### src/rtl/fmqd_pkg.sv
// Shared types and constants of the FM quadrature discriminator.
package fmqd_pkg;

  // Field widths of the channels and the register file
  localparam int SAMPLE_W = 8;
  localparam int DECIM_W  = 8;
  localparam int GAIN_W   = 24;
  localparam int AUDIO_W  = 16;

  // Internal arithmetic widths: products of centred bytes, |numerator|, denominator
  localparam int PROD_W = 2 * SAMPLE_W;
  localparam int NUM_W  = PROD_W + 1;
  localparam int MAG_W  = 16;
  localparam int DEN_W  = 16;
  localparam int QUO_W  = 16;

  // Depth of the job queue between front and back
  localparam int QUEUE_DEPTH = 2;

  // Configuration port layout
  localparam int PADDR_W = 4;
  localparam int PDATA_W = 32;
  localparam logic [1:0] REG_IN_DECIM  = 2'd0;
  localparam logic [1:0] REG_OUT_DECIM = 2'd1;
  localparam logic [1:0] REG_GAIN      = 2'd2;

  // Register reset values
  localparam logic [DECIM_W-1:0] IN_DECIM_RST  = 8'd1;
  localparam logic [DECIM_W-1:0] OUT_DECIM_RST = 8'd1;
  localparam logic [GAIN_W-1:0]  GAIN_RST      = 24'd256;

  // Saturation limits of the audio word
  localparam logic signed [AUDIO_W-1:0] AUDIO_MAX = 16'sh7FFF;
  localparam logic signed [AUDIO_W-1:0] AUDIO_MIN = 16'sh8000;

  // Decimation settings seen by the front
  typedef struct packed {
    logic [DECIM_W-1:0] in_decim;
    logic [DECIM_W-1:0] out_decim;
  } decim_cfg_t;

  // One discriminator job: current and previous kept pair, midpoint removed
  typedef struct packed {
    logic signed [SAMPLE_W-1:0] ci;
    logic signed [SAMPLE_W-1:0] cq;
    logic signed [SAMPLE_W-1:0] pi;
    logic signed [SAMPLE_W-1:0] pq;
  } job_t;

  // Queue handshake towards the front
  typedef struct packed {
    logic push;
    job_t job;
  } q_wr_t;

  // Queue status towards the back
  typedef struct packed {
    logic valid;
    job_t job;
  } q_rd_t;

endpackage

### src/rtl/fmqd_in_if.sv
// Input channel: one offset-binary I/Q pair per beat.
interface fmqd_in_if
  import fmqd_pkg::*;
  ();
  logic                valid;
  logic                ready;
  logic [SAMPLE_W-1:0] sample_i;
  logic [SAMPLE_W-1:0] sample_q;
  logic                block_start;

  modport source (output valid, output sample_i, output sample_q, output block_start,
                  input ready);
  modport sink   (input valid, input sample_i, input sample_q, input block_start,
                  output ready);
endinterface

### src/rtl/fmqd_out_if.sv
// Result channel: one signed audio sample per beat.
interface fmqd_out_if
  import fmqd_pkg::*;
  ();
  logic                       valid;
  logic                       ready;
  logic signed [AUDIO_W-1:0]  audio;

  modport source (output valid, output audio, input ready);
  modport sink   (input valid, input audio, output ready);
endinterface

### src/rtl/fmqd_front.sv
// Front end: accepts I/Q beats, applies decimation and history, and issues jobs.
module fmqd_front
  import fmqd_pkg::*;
  (
  input  logic        clk,
  input  logic        rst_n,
  fmqd_in_if.sink     in_chan,
  input  decim_cfg_t  cfg,
  input  logic        q_full,
  output q_wr_t       q_wr
);

  logic [SAMPLE_W-1:0] prev_i_r, prev_q_r;
  logic                have_prev_r;
  logic [DECIM_W-1:0]  in_count_r, out_count_r;

  logic                accept;
  logic                hp;
  logic [DECIM_W-1:0]  ic, oc, idec, odec;
  logic [DECIM_W:0]    ic_inc, oc_inc;
  logic                keep;
  logic [DECIM_W-1:0]  in_count_nxt, out_count_nxt;

  // A beat is taken whenever the queue can hold a job
  assign in_chan.ready = !q_full;
  assign accept        = in_chan.valid && in_chan.ready;

  // A block start clears history and both counters before the pair is handled
  always_comb begin
    hp   = in_chan.block_start ? 1'b0 : have_prev_r;
    ic   = in_chan.block_start ? '0 : in_count_r;
    oc   = in_chan.block_start ? '0 : out_count_r;
    idec = (cfg.in_decim == '0) ? DECIM_W'(1) : cfg.in_decim;
    odec = (cfg.out_decim == '0) ? DECIM_W'(1) : cfg.out_decim;
    ic_inc = {1'b0, ic} + (DECIM_W+1)'(1);
    oc_inc = {1'b0, oc} + (DECIM_W+1)'(1);
    keep = (ic == '0);
    in_count_nxt  = (ic_inc >= {1'b0, idec}) ? '0 : ic_inc[DECIM_W-1:0];
    out_count_nxt = (keep && hp) ?
                    ((oc_inc >= {1'b0, odec}) ? '0 : oc_inc[DECIM_W-1:0]) : oc;
  end

  // Only a kept pair with history whose value survives output decimation becomes a job
  always_comb begin
    q_wr.push   = accept && keep && hp && (oc == '0);
    q_wr.job.ci = signed'({~in_chan.sample_i[SAMPLE_W-1], in_chan.sample_i[SAMPLE_W-2:0]});
    q_wr.job.cq = signed'({~in_chan.sample_q[SAMPLE_W-1], in_chan.sample_q[SAMPLE_W-2:0]});
    q_wr.job.pi = signed'({~prev_i_r[SAMPLE_W-1], prev_i_r[SAMPLE_W-2:0]});
    q_wr.job.pq = signed'({~prev_q_r[SAMPLE_W-1], prev_q_r[SAMPLE_W-2:0]});
  end

  // History and decimation counters
  always_ff @(posedge clk) begin
    if (!rst_n) begin
      prev_i_r    <= '0;
      prev_q_r    <= '0;
      have_prev_r <= 1'b0;
      in_count_r  <= '0;
      out_count_r <= '0;
    end else if (accept) begin
      in_count_r  <= in_count_nxt;
      out_count_r <= out_count_nxt;
      have_prev_r <= hp || keep;
      if (keep) begin
        prev_i_r <= in_chan.sample_i;
        prev_q_r <= in_chan.sample_q;
      end
    end
  end

endmodule

### src/rtl/fmqd_queue.sv
// Short job queue that decouples the front from the arithmetic back end.
module fmqd_queue
  import fmqd_pkg::*;
  (
  input  logic  clk,
  input  logic  rst_n,
  input  q_wr_t q_wr,
  output logic  full,
  input  logic  pop,
  output q_rd_t q_rd
);

  localparam int PTR_W = (QUEUE_DEPTH > 1) ? $clog2(QUEUE_DEPTH) : 1;
  localparam int CNT_W = $clog2(QUEUE_DEPTH + 1);

  job_t             mem_r [QUEUE_DEPTH];
  logic [PTR_W-1:0] wr_ptr_r, rd_ptr_r;
  logic [CNT_W-1:0] count_r;

  assign full       = (count_r == CNT_W'(QUEUE_DEPTH));
  assign q_rd.valid = (count_r != '0);
  assign q_rd.job   = mem_r[rd_ptr_r];

  // Storage for the queued jobs
  always_ff @(posedge clk) begin
    if (q_wr.push && !full) begin
      mem_r[wr_ptr_r] <= q_wr.job;
    end
  end

  // Pointers wrap at the queue depth
  always_ff @(posedge clk) begin
    if (!rst_n) begin
      wr_ptr_r <= '0;
      rd_ptr_r <= '0;
      count_r  <= '0;
    end else begin
      if (q_wr.push && !full) begin
        wr_ptr_r <= (wr_ptr_r == PTR_W'(QUEUE_DEPTH - 1)) ? '0 : wr_ptr_r + PTR_W'(1);
      end
      if (pop && q_rd.valid) begin
        rd_ptr_r <= (rd_ptr_r == PTR_W'(QUEUE_DEPTH - 1)) ? '0 : rd_ptr_r + PTR_W'(1);
      end
      case ({q_wr.push && !full, pop && q_rd.valid})
        2'b10:   count_r <= count_r + CNT_W'(1);
        2'b01:   count_r <= count_r - CNT_W'(1);
        default: count_r <= count_r;
      endcase
    end
  end

endmodule

### src/rtl/fmqd_back.sv
// Back end: products, scaled restoring division, saturation and the output register.
module fmqd_back
  import fmqd_pkg::*;
  #(
  parameter int GAIN_FRAC_BITS = 8
  ) (
  input  logic              clk,
  input  logic              rst_n,
  input  q_rd_t             q_rd,
  output logic              q_pop,
  input  logic [GAIN_W-1:0] gain,
  fmqd_out_if.source        out_chan
);

  localparam int PW    = MAG_W + GAIN_W;
  localparam int DW    = DEN_W + GAIN_FRAC_BITS + QUO_W;
  localparam int RW    = (PW > DW) ? PW : DW;
  localparam int CNT_W = $clog2(QUO_W);

  typedef enum logic [6:0] {
    ST_IDLE = 7'b0000001,
    ST_PROD = 7'b0000010,
    ST_SUM  = 7'b0000100,
    ST_MUL  = 7'b0001000,
    ST_CHK  = 7'b0010000,
    ST_DIV  = 7'b0100000,
    ST_DONE = 7'b1000000
  } state_t;

  state_t                    state_r, state_nxt;
  job_t                      job_r;
  logic signed [PROD_W-1:0]  p1_r, p2_r, s1_r, s2_r;
  logic                      neg_r, zero_r, ovf_r;
  logic [MAG_W-1:0]          mag_r;
  logic [DEN_W-1:0]          den_r;
  logic [RW-1:0]             rem_r, dsh_r;
  logic [QUO_W-1:0]          quo_r;
  logic [CNT_W-1:0]          cnt_r;
  logic                      out_valid_r;
  logic signed [AUDIO_W-1:0] audio_r;

  logic signed [NUM_W-1:0]   num;
  logic [NUM_W-1:0]          num_abs;
  logic [PW-1:0]             prod;
  logic                      ge;
  logic                      slot_free;
  logic                      big;
  logic signed [AUDIO_W-1:0] result;

  assign q_pop          = (state_r == ST_IDLE) && q_rd.valid;
  assign slot_free      = !out_valid_r || out_chan.ready;
  assign out_chan.valid = out_valid_r;
  assign out_chan.audio = audio_r;

  // Datapath helpers for the current step
  always_comb begin
    num     = NUM_W'(p1_r) - NUM_W'(p2_r);
    num_abs = num[NUM_W-1] ? -num : num;
    prod    = PW'(mag_r) * PW'(gain);
    ge      = (rem_r >= dsh_r);
    big     = ovf_r || quo_r[QUO_W-1];
    if (zero_r) begin
      result = '0;
    end else if (neg_r) begin
      result = big ? AUDIO_MIN : -signed'(quo_r);
    end else begin
      result = big ? AUDIO_MAX : signed'(quo_r);
    end
  end

  // Sequencer
  always_comb begin
    state_nxt = state_r;
    case (state_r)
      ST_IDLE: if (q_rd.valid) state_nxt = ST_PROD;
      ST_PROD: state_nxt = ST_SUM;
      ST_SUM:  state_nxt = ST_MUL;
      ST_MUL:  state_nxt = ST_CHK;
      ST_CHK: begin
        state_nxt = (zero_r || (rem_r >= (dsh_r << 1))) ? ST_DONE : ST_DIV;
      end
      ST_DIV:  if (cnt_r == '0) state_nxt = ST_DONE;
      ST_DONE: if (slot_free) state_nxt = ST_IDLE;
      default: state_nxt = ST_IDLE;
    endcase
  end

  always_ff @(posedge clk) begin
    if (!rst_n) begin
      state_r <= ST_IDLE;
    end else begin
      state_r <= state_nxt;
    end
  end

  // Arithmetic registers: num = cq*pi - ci*pq, den = ci^2 + cq^2
  always_ff @(posedge clk) begin
    case (state_r)
      ST_IDLE: begin
        job_r <= q_rd.job;
      end
      ST_PROD: begin
        p1_r <= job_r.cq * job_r.pi;
        p2_r <= job_r.ci * job_r.pq;
        s1_r <= job_r.ci * job_r.ci;
        s2_r <= job_r.cq * job_r.cq;
      end
      ST_SUM: begin
        neg_r  <= num[NUM_W-1];
        mag_r  <= num_abs[MAG_W-1:0];
        den_r  <= DEN_W'(s1_r[PROD_W-2:0]) + DEN_W'(s2_r[PROD_W-2:0]);
        zero_r <= (s1_r == '0) && (s2_r == '0);
      end
      ST_MUL: begin
        rem_r <= RW'(prod);
        dsh_r <= RW'(den_r) << (GAIN_FRAC_BITS + QUO_W - 1);
      end
      ST_CHK: begin
        ovf_r <= (rem_r >= (dsh_r << 1));
        quo_r <= '0;
        cnt_r <= CNT_W'(QUO_W - 1);
      end
      ST_DIV: begin
        // One quotient bit per cycle
        if (ge) begin
          rem_r <= rem_r - dsh_r;
        end
        quo_r <= {quo_r[QUO_W-2:0], ge};
        dsh_r <= dsh_r >> 1;
        cnt_r <= cnt_r - CNT_W'(1);
      end
      default: begin
        job_r <= job_r;
      end
    endcase
  end

  // Output register, loaded once the previous sample has been taken
  always_ff @(posedge clk) begin
    if (!rst_n) begin
      out_valid_r <= 1'b0;
    end else if (state_r == ST_DONE && slot_free) begin
      out_valid_r <= 1'b1;
    end else if (out_chan.ready) begin
      out_valid_r <= 1'b0;
    end
  end

  always_ff @(posedge clk) begin
    if (state_r == ST_DONE && slot_free) begin
      audio_r <= result;
    end
  end

endmodule

### src/rtl/fm_quadrature_discriminator.sv
// FM quadrature discriminator: I/Q beats in, decimated and scaled audio beats out.
//
// The input channel carries one offset-binary I/Q pair per beat, with a block
// start flag that clears the pair history and both decimation counters. The
// output channel carries one saturated signed audio sample per beat. An APB
// port holds the input decimation, output decimation and Q16.8 gain registers.
// Beats that give no audio sample are taken without forming a job. A beat that
// gives a sample becomes a job in a two-entry queue; the back end runs each job
// through its product, sum, gain multiply and check steps and then through the
// one-bit-per-cycle restoring divider, which a zero denominator or an overflowed
// quotient skips. The back end takes a new job from the queue only once it has
// handed the last one to the output register. The input is held off only while
// the queue is full. Reset clears history, counters, queue and output register
// and loads the registers with decimation 1 and unity gain. A stall on the
// output holds the finished sample in its register while the next job is
// already computed.
module fm_quadrature_discriminator
  import fmqd_pkg::*;
  #(
  parameter int GAIN_FRAC_BITS = 8
  ) (
  input  logic               clk,
  input  logic               rst_n,
  fmqd_in_if.sink            in_chan,
  fmqd_out_if.source         out_chan,
  input  logic               psel,
  input  logic               penable,
  input  logic               pwrite,
  input  logic [PADDR_W-1:0] paddr,
  input  logic [PDATA_W-1:0] pwdata,
  output logic [PDATA_W-1:0] prdata,
  output logic               pready
);

  logic [DECIM_W-1:0] in_decim_r, out_decim_r;
  logic [GAIN_W-1:0]  gain_r;
  logic               cfg_wr;
  decim_cfg_t         decim_cfg;
  q_wr_t              q_wr;
  q_rd_t              q_rd;
  logic               q_full;
  logic               q_pop;

  // Configuration registers
  assign pready = 1'b1;
  assign cfg_wr = psel && penable && pwrite && pready;

  always_ff @(posedge clk) begin
    if (!rst_n) begin
      in_decim_r  <= IN_DECIM_RST;
      out_decim_r <= OUT_DECIM_RST;
      gain_r      <= GAIN_RST;
    end else if (cfg_wr) begin
      case (paddr[3:2])
        REG_IN_DECIM:  in_decim_r  <= pwdata[DECIM_W-1:0];
        REG_OUT_DECIM: out_decim_r <= pwdata[DECIM_W-1:0];
        REG_GAIN:      gain_r      <= pwdata[GAIN_W-1:0];
        default:       gain_r      <= gain_r;
      endcase
    end
  end

  always_comb begin
    case (paddr[3:2])
      REG_IN_DECIM:  prdata = PDATA_W'(in_decim_r);
      REG_OUT_DECIM: prdata = PDATA_W'(out_decim_r);
      REG_GAIN:      prdata = PDATA_W'(gain_r);
      default:       prdata = '0;
    endcase
  end

  assign decim_cfg.in_decim  = in_decim_r;
  assign decim_cfg.out_decim = out_decim_r;

  // Front end, queue and back end
  fmqd_front u_front (
    .clk     (clk),
    .rst_n   (rst_n),
    .in_chan (in_chan),
    .cfg     (decim_cfg),
    .q_full  (q_full),
    .q_wr    (q_wr)
  );

  fmqd_queue u_queue (
    .clk   (clk),
    .rst_n (rst_n),
    .q_wr  (q_wr),
    .full  (q_full),
    .pop   (q_pop),
    .q_rd  (q_rd)
  );

  fmqd_back #(
    .GAIN_FRAC_BITS (GAIN_FRAC_BITS)
  ) u_back (
    .clk      (clk),
    .rst_n    (rst_n),
    .q_rd     (q_rd),
    .q_pop    (q_pop),
    .gain     (gain_r),
    .out_chan (out_chan)
  );

`ifndef SYNTH
  // The front never issues a job into a full queue
  a_no_push_full: assert property (@(posedge clk) disable iff (!rst_n)
    !(q_wr.push && q_full))
    else $error("job issued into a full queue");

  // The back end only takes a job that is there
  a_pop_valid: assert property (@(posedge clk) disable iff (!rst_n)
    q_pop |-> q_rd.valid)
    else $error("queue popped while empty");

  // A job pushed into an empty queue is visible to the back end next cycle
  a_push_seen: assert property (@(posedge clk) disable iff (!rst_n)
    (q_wr.push && !q_rd.valid) |=> q_rd.valid)
    else $error("pushed job lost");
`endif

endmodule
### src/flat_wrapper.sv
// flat-port wrapper written by rule: the top's interface ports become plain ports
module fm_quadrature_discriminator_flat import fmqd_pkg::*;
#(
  parameter int GAIN_FRAC_BITS = 8
  )
  (clk, rst_n, psel, penable, pwrite, paddr, pwdata, prdata, pready, in_chan_valid, in_chan_sample_i, in_chan_sample_q, in_chan_block_start, in_chan_ready, out_chan_valid, out_chan_audio, out_chan_ready);
  fmqd_in_if in_chan_i ();
  fmqd_out_if out_chan_i ();
  input  logic clk;
  input  logic rst_n;
  input  logic psel;
  input  logic penable;
  input  logic pwrite;
  input  logic [PADDR_W-1:0] paddr;
  input  logic [PDATA_W-1:0] pwdata;
  output logic [PDATA_W-1:0] prdata;
  output logic pready;
  input wire logic [$bits(in_chan_i.valid)-1:0] in_chan_valid;
  input wire logic [$bits(in_chan_i.sample_i)-1:0] in_chan_sample_i;
  input wire logic [$bits(in_chan_i.sample_q)-1:0] in_chan_sample_q;
  input wire logic [$bits(in_chan_i.block_start)-1:0] in_chan_block_start;
  output wire logic [$bits(in_chan_i.ready)-1:0] in_chan_ready;
  output wire logic [$bits(out_chan_i.valid)-1:0] out_chan_valid;
  output wire logic [$bits(out_chan_i.audio)-1:0] out_chan_audio;
  input wire logic [$bits(out_chan_i.ready)-1:0] out_chan_ready;
  assign in_chan_i.valid = in_chan_valid;
  assign in_chan_i.sample_i = in_chan_sample_i;
  assign in_chan_i.sample_q = in_chan_sample_q;
  assign in_chan_i.block_start = in_chan_block_start;
  assign in_chan_ready = in_chan_i.ready;
  assign out_chan_valid = out_chan_i.valid;
  assign out_chan_audio = out_chan_i.audio;
  assign out_chan_i.ready = out_chan_ready;
  fm_quadrature_discriminator #(.GAIN_FRAC_BITS(GAIN_FRAC_BITS)) u_core (.clk(clk), .rst_n(rst_n), .in_chan(in_chan_i), .out_chan(out_chan_i), .psel(psel), .penable(penable), .pwrite(pwrite), .paddr(paddr), .pwdata(pwdata), .prdata(prdata), .pready(pready));
endmodule
### config.mk
export PLATFORM = sky130hd
export DESIGN_NAME = fm_quadrature_discriminator_flat
export DESIGN_NICKNAME = d
export VERILOG_FILES = /design/src/rtl/fmqd_pkg.sv /design/src/rtl/fmqd_in_if.sv /design/src/rtl/fmqd_out_if.sv /design/src/rtl/fmqd_front.sv /design/src/rtl/fmqd_queue.sv /design/src/rtl/fmqd_back.sv /design/src/rtl/fm_quadrature_discriminator.sv /design/src/flat_wrapper.sv
export SDC_FILE = /design/constraint.sdc
export NUM_CORES = 2
export LEC_CHECK = 0
export BUFFER_PORTS_ARGS = -buffer_cell sky130_fd_sc_hd__buf_2
export CAP_MARGIN = 10
export CORE_MARGIN = 2
export CORE_UTILIZATION = 60
export DETAILED_ROUTE_END_ITERATION = 12
export MAX_ROUTING_LAYER = met4
export PLACE_DENSITY = 0.82
export SKIP_CTS_REPAIR_TIMING = 1
export SLEW_MARGIN = 20
export SYNTH_ARGS = -nofsm -noshare
export SYNTH_HDL_FRONTEND = slang
export SYNTH_SLANG_ARGS = --single-unit
### constraint.sdc
create_clock -name clk -period 8.9 [get_ports clk]
set_input_delay 1.78 -clock clk [delete_from_list [all_inputs] [get_ports clk]]
set_output_delay 1.78 -clock clk [all_outputs]
set_load 0.005 [all_outputs]
# Yosys cells after proc, flatten, opt, wreduce, memory -nomap -nowiden
# Memories as Yosys holds them, arrays and structs flattened. A register that Yosys moved wholly into a read port is not among the register bits.
# Index checks and enable logic that the tools add are counted.
# totals
n_memories	1
word_cells	136
out_inout_bits	51
regBits	300
in_bits	60
ramBits	64
# op_classes
n_lt_le_gt_ge	4
bitwise_logic	4
n_eq_ne	16
reduce_logical	37
multipliers	5
mux	30
add_sub_neg	12
# memory_table
memory	depth	word_bits	read_ports	rd_clocked_by_memory_dff	wr	line_no	source
u_core.u_queue.mem_r	2	32	1	1	1	fmqd_queue.sv:16	job_t mem_r [QUEUE_DEPTH];
# op_table
cell	n
40-bit one-hot mux with 2 select lines	2
40-bit greater-or-equal comparator	2
24-bit one-hot mux with 3 select lines	1
8-bit by 8-bit multiplier with 16-bit output	4
16-bit two-way mux	4
8-bit two-way mux	7
7-bit one-hot mux with 7 select lines	1
16-bit by 24-bit multiplier with 40-bit output	1
40-bit two-way mux	1
40-bit subtractor	1
16-bit logical NOT	2
8-bit logical NOT	4
16-bit negator	2
16-bit one-hot mux with 2 select lines	1
7-bit two-way mux	4
8-bit by 1-bit adder with 9-bit output (second input constant)	2
9-bit by 8-bit greater-or-equal comparator with 1-bit output	2
16-bit by 16-bit subtractor with 17-bit output	1
15-bit by 15-bit adder with 16-bit output	1
1-bit logical AND	12
2-bit AND reduction	5
2-bit nonzero test	5
2-bit != test (second input constant)	4
4-bit one-hot mux with 2 select lines	1
other kinds (21)	38

# Logic depth before layout (Yosys ltp)
# logic_depth
ltp_word	9
ltp_mapped	26
ltp_nobuf	24

# Hierarchy
# From an unflattened synthesis, not the netlist that was laid out.
# hier_totals
hier_cells	4261
hier_area_um2	41611.2
# by_module_without_submodules
module	area_each_um2	cells_per_inst	instances
fmqd_back	34685.8	3617	1
fmqd_queue	2539.9	126	1
fmqd_front	2461.1	301	1
fm_quadrature_discriminator	1924.3	217	1

# Worst setup path before layout
# OpenSTA, ideal clock, no wires.
# synth_path
kind	register to register
start	reg u_core.gain_r[10]
end	reg u_core.u_back.rem_r[37], data pin
synth_period_minus_slack_ns	6.459
n_path_buf	2
path_stages_with_launch	24
setup_ns	0.266
required_time_ns	8.634
path_slack_ns	2.441
arrival_time_ns	6.194
path_cell_list	dfxtp_1 clkbuf_1 clkbuf_1 nand2_1 fa_1 inv_1 fa_1 fa_1 fa_1 fa_1 inv_1 fa_1 inv_1 ha_1 and4_1 and2_1 a221oi_1 o22a_1 a31oi_1 or4_1 a31oi_1 xnor2_1 nand2_1 o21ai_1
# synth_via
elab_chain_cells	2
# synth_rtl
item	line_no	source
from (decl)	fm_quadrature_discriminator.sv:36	logic [GAIN_W-1:0] gain_r;
from (signal assigned)	fm_quadrature_discriminator.sv:57	REG_GAIN: gain_r <= pwdata[GAIN_W-1:0];
from (signal assigned)	fm_quadrature_discriminator.sv:58	default: gain_r <= gain_r;
16-bit by 24-bit multiplier with 40-bit output	fmqd_back.sv:59	prod = PW'(mag_r) * PW'(gain);
40-bit one-hot mux with 2 select lines	fmqd_back.sv:98	case (state_r)
to (signal assigned)	fmqd_back.sv:115	rem_r <= RW'(prod);
to (signal assigned)	fmqd_back.sv:126	rem_r <= rem_r - dsh_r;
to (decl)	fmqd_back.sv:36	logic [RW-1:0] rem_r, dsh_r;
# Every way passes these cells.
# A chain may end at the register's enable or synchronous reset.

# Final worst setup path
# layout_path
start	reg u_core.u_back.mag_r[1]
end	reg u_core.u_back.rem_r[37], data pin
# layout_via
elab_chain_cells	2
# layout_rtl
item	line_no	source
from (decl)	fmqd_back.sv:34	logic [MAG_W-1:0] mag_r;
from (signal assigned)	fmqd_back.sv:110	mag_r <= num_abs[MAG_W-1:0];
16-bit by 24-bit multiplier with 40-bit output	fmqd_back.sv:59	
40-bit one-hot mux with 2 select lines	fmqd_back.sv:98	
# Every way passes these cells.

==> flow_summary.ini <==
[timing]
period_share_pct = 84.2
rsz0062_at_grt = false
fin_worst_skew_ps = 20.0
fmax_mhz = 133
finalHoldViolations = 0
setup_tns_ps = 0
slew_violations = 0
setup_violations = 0
relSlewSlack_pct = 20.9
fin_crit_ps = 7500
tightest_slew_ps = 1190

[die]
fp.dieH_um = 265
start_util_pct = 60.7
io_pins = 111
fp.dieW_um = 265
row_count = 95
core_area_um2 = 67300
dieArea_um2 = 70100

[place]
hpwl_mm = 67.5
port_buffers = 91
gp_congestion = 0.898

[yosys]
synth_top_area_cell = fa_1
avgSynthCellArea_um2 = 9.77
ys_warn_count = 0
synth_compound_area_share_pct = 8.12
syn_inst = 4180
synthSimpleGateAreaFrac_pct = 14.6
synth-main-ff-cell = edfxtp_1
synth_adder_area_share_pct = 35.9
synth_most_common_cell = inv_1
synth_top_family_by_area = adder cells
synthDistinctLibCells = 81
ys_ff_latch = 393
synth_area_um2 = 40800
muxShareOfSynthArea_pct = 1.94
synth_commonest_cells = inv_1, fa_1, nand2_1
async_reset_ff_share_pct = 0
seq_area_frac_synth_pct = 26.8
synth_edf_count = 308
synth_xor_area_share_pct = 4.30
yosysTopAreaCellShare_pct = 25.2
synth_area_leaders = fa_1, edfxtp_1, ha_1

[final_layout]
area_delta_synth_final_pct = 6.68
fin_nets = 5120
drive_above_1_share_pct = 6.05
antenna_cells = 0

[clock_network]
cts_made_buffers = 44
cts_root_buf = clkbuf_16
clock_path_buffers = 3
cts_tree = done
clk_latency_ps = 600
clk_pin_slew_ps = 60
htreeDepth = 2
clock_sinks = 393

[route]
num_vias = 28700
drtIter0Drc = 1806
vias_per_cell = 5.62
ant_nets = 0
wire_per_inst_um = 17.5
first_pass_iters = 5
routed_wl_mm = 89.4
drc_errors = 0

[global_routing]
gr-usage-all-layers_pct = 27.4
first_global_vias = 30700
grt_max_degree = 68
antenna_found_initial = 0
grt_pass1_wl_mm = 150
grt_overflow = 0

[outcome]
status = complete, no violations

[setup_path]
startpoint_type = register
crit_required_ps = 9240
critPathKind = register to register
end_kind = register
crit_path_max_fanout = 24
cp.arrival_ps = 7840

[worst_hold_path]
hp-class = register to register

[run]
drv_cap = 0
## routing by layer
metal  global-route usage [%]  share of wire, %  vias to the layer above
met5                        -                 0                        -
met4                     11.3               4.3                        0
met3                     3.91               5.6                      268
met2                     47.8                51                      804
met1                     31.9                39                    14200
li1                         -                 -                    13400
## final cells by class
type	count	area, um2
clock inverter	23	317
sequential	393	11000
multi-input combinational	2913	26600
fill	5227	23700
tap	873	1090
timing repair buffer	120	673
clock buffer	59	1220
inverter	723	2710
## layout by cell type, fill, tap and decap left out, drive strengths merged, types with 18 or more instances in the layout
| cell | count |
|---|---|
| mux2 | 33 |
| xor2 | 56 |
| nor2b | 33 |
| nand2 | 478 |
| edfxtp | 308 |
| and2 | 301 |
| a21oi | 158 |
| clkbuf | 59 |
| xnor2 | 142 |
| nor2 | 229 |
| fa | 513 |
| nand3 | 30 |
| o21ai | 146 |
| nand2b | 44 |
| nor3 | 32 |
| nand4 | 21 |
| o21a | 22 |
| nor4 | 18 |
| mux2i | 42 |
| buf | 120 |
| a21o | 62 |
| inv | 725 |
| ha | 352 |
| dfxtp | 85 |
## flip-flops by register name, summed over array words and instances (netlist names), 24 cells and up
name and count:
u_core.u_queue.mem_r 64, u_core.u_back.rem_r 40, u_core.u_back.dsh_r 39, u_core.gain_r 24, u_core.u_back.job_r 32
## worst max-delay path, cell delays in order (launching register included)
cell and delay [ps]:
edfxtp_1 1130, nand2_1 190, fa_1 550, fa_1 530, fa_1 520, inv_1 60
fa_1 500, fa_1 540, inv_1 50, fa_1 530, inv_1 40, ha_1 390
and4_1 230, and2_1 180, a221oi_1 480, o22a_1 250, a31oi_1 140, or4_1 440
a31oi_1 230, xnor2_1 100, nand2_1 70, o21ai_1 60
## through the flow
| step | cells | hold slack, ps | setup WS, ps | utilization (%) | area, um2 |
|---|---|---|---|---|---|
| after detailed placement | 5022 | 445 | 1540 | 62.4 | 42000 |
| after floorplan | 4187 | 425 | 2440 | - | 40900 |
| after global routing | 5104 | 477 | 1150 | 64.7 | 43600 |
| final | 5104 | 464 | 1400 | 64.7 | 43600 |
| after global placement | 5022 | 433 | 1610 | 62.4 | 42000 |
| after CTS | 5104 | 460 | 1500 | 64.7 | 43500 |
## worst paths after layout
path                            slack, ps  depth (start not counted)                        from                    endpoint
worst max-delay path                 1400                         21      u_core.u_back.mag_r[1]     u_core.u_back.rem_r[37]
worst min-delay path                  460                          0  u_core.u_front.prev_i_r[1]  u_core.u_queue.mem_r[1][9]
worst max register to register       1400                         21      u_core.u_back.mag_r[1]     u_core.u_back.rem_r[37]
worst min register to register        460                          0  u_core.u_front.prev_i_r[1]  u_core.u_queue.mem_r[1][9]
## cell families (layout without fill, tap and decap cells)
kind of cell             after synthesis  in the layout
multiplexers                          75             75
other                                  2              9
AO/OA/AOI/OAI                        523            523
flip-flops                           393            393
adder cells (fa/ha/maj)              865            865
XOR/XNOR                             199            199
buffers and inverters                881            925
AND/OR/NAND/NOR                     1242           1242
Power is left out: the tool's default activity adds up to more than one toggle a clock period on the data nets, which glitch-free logic cannot reach.
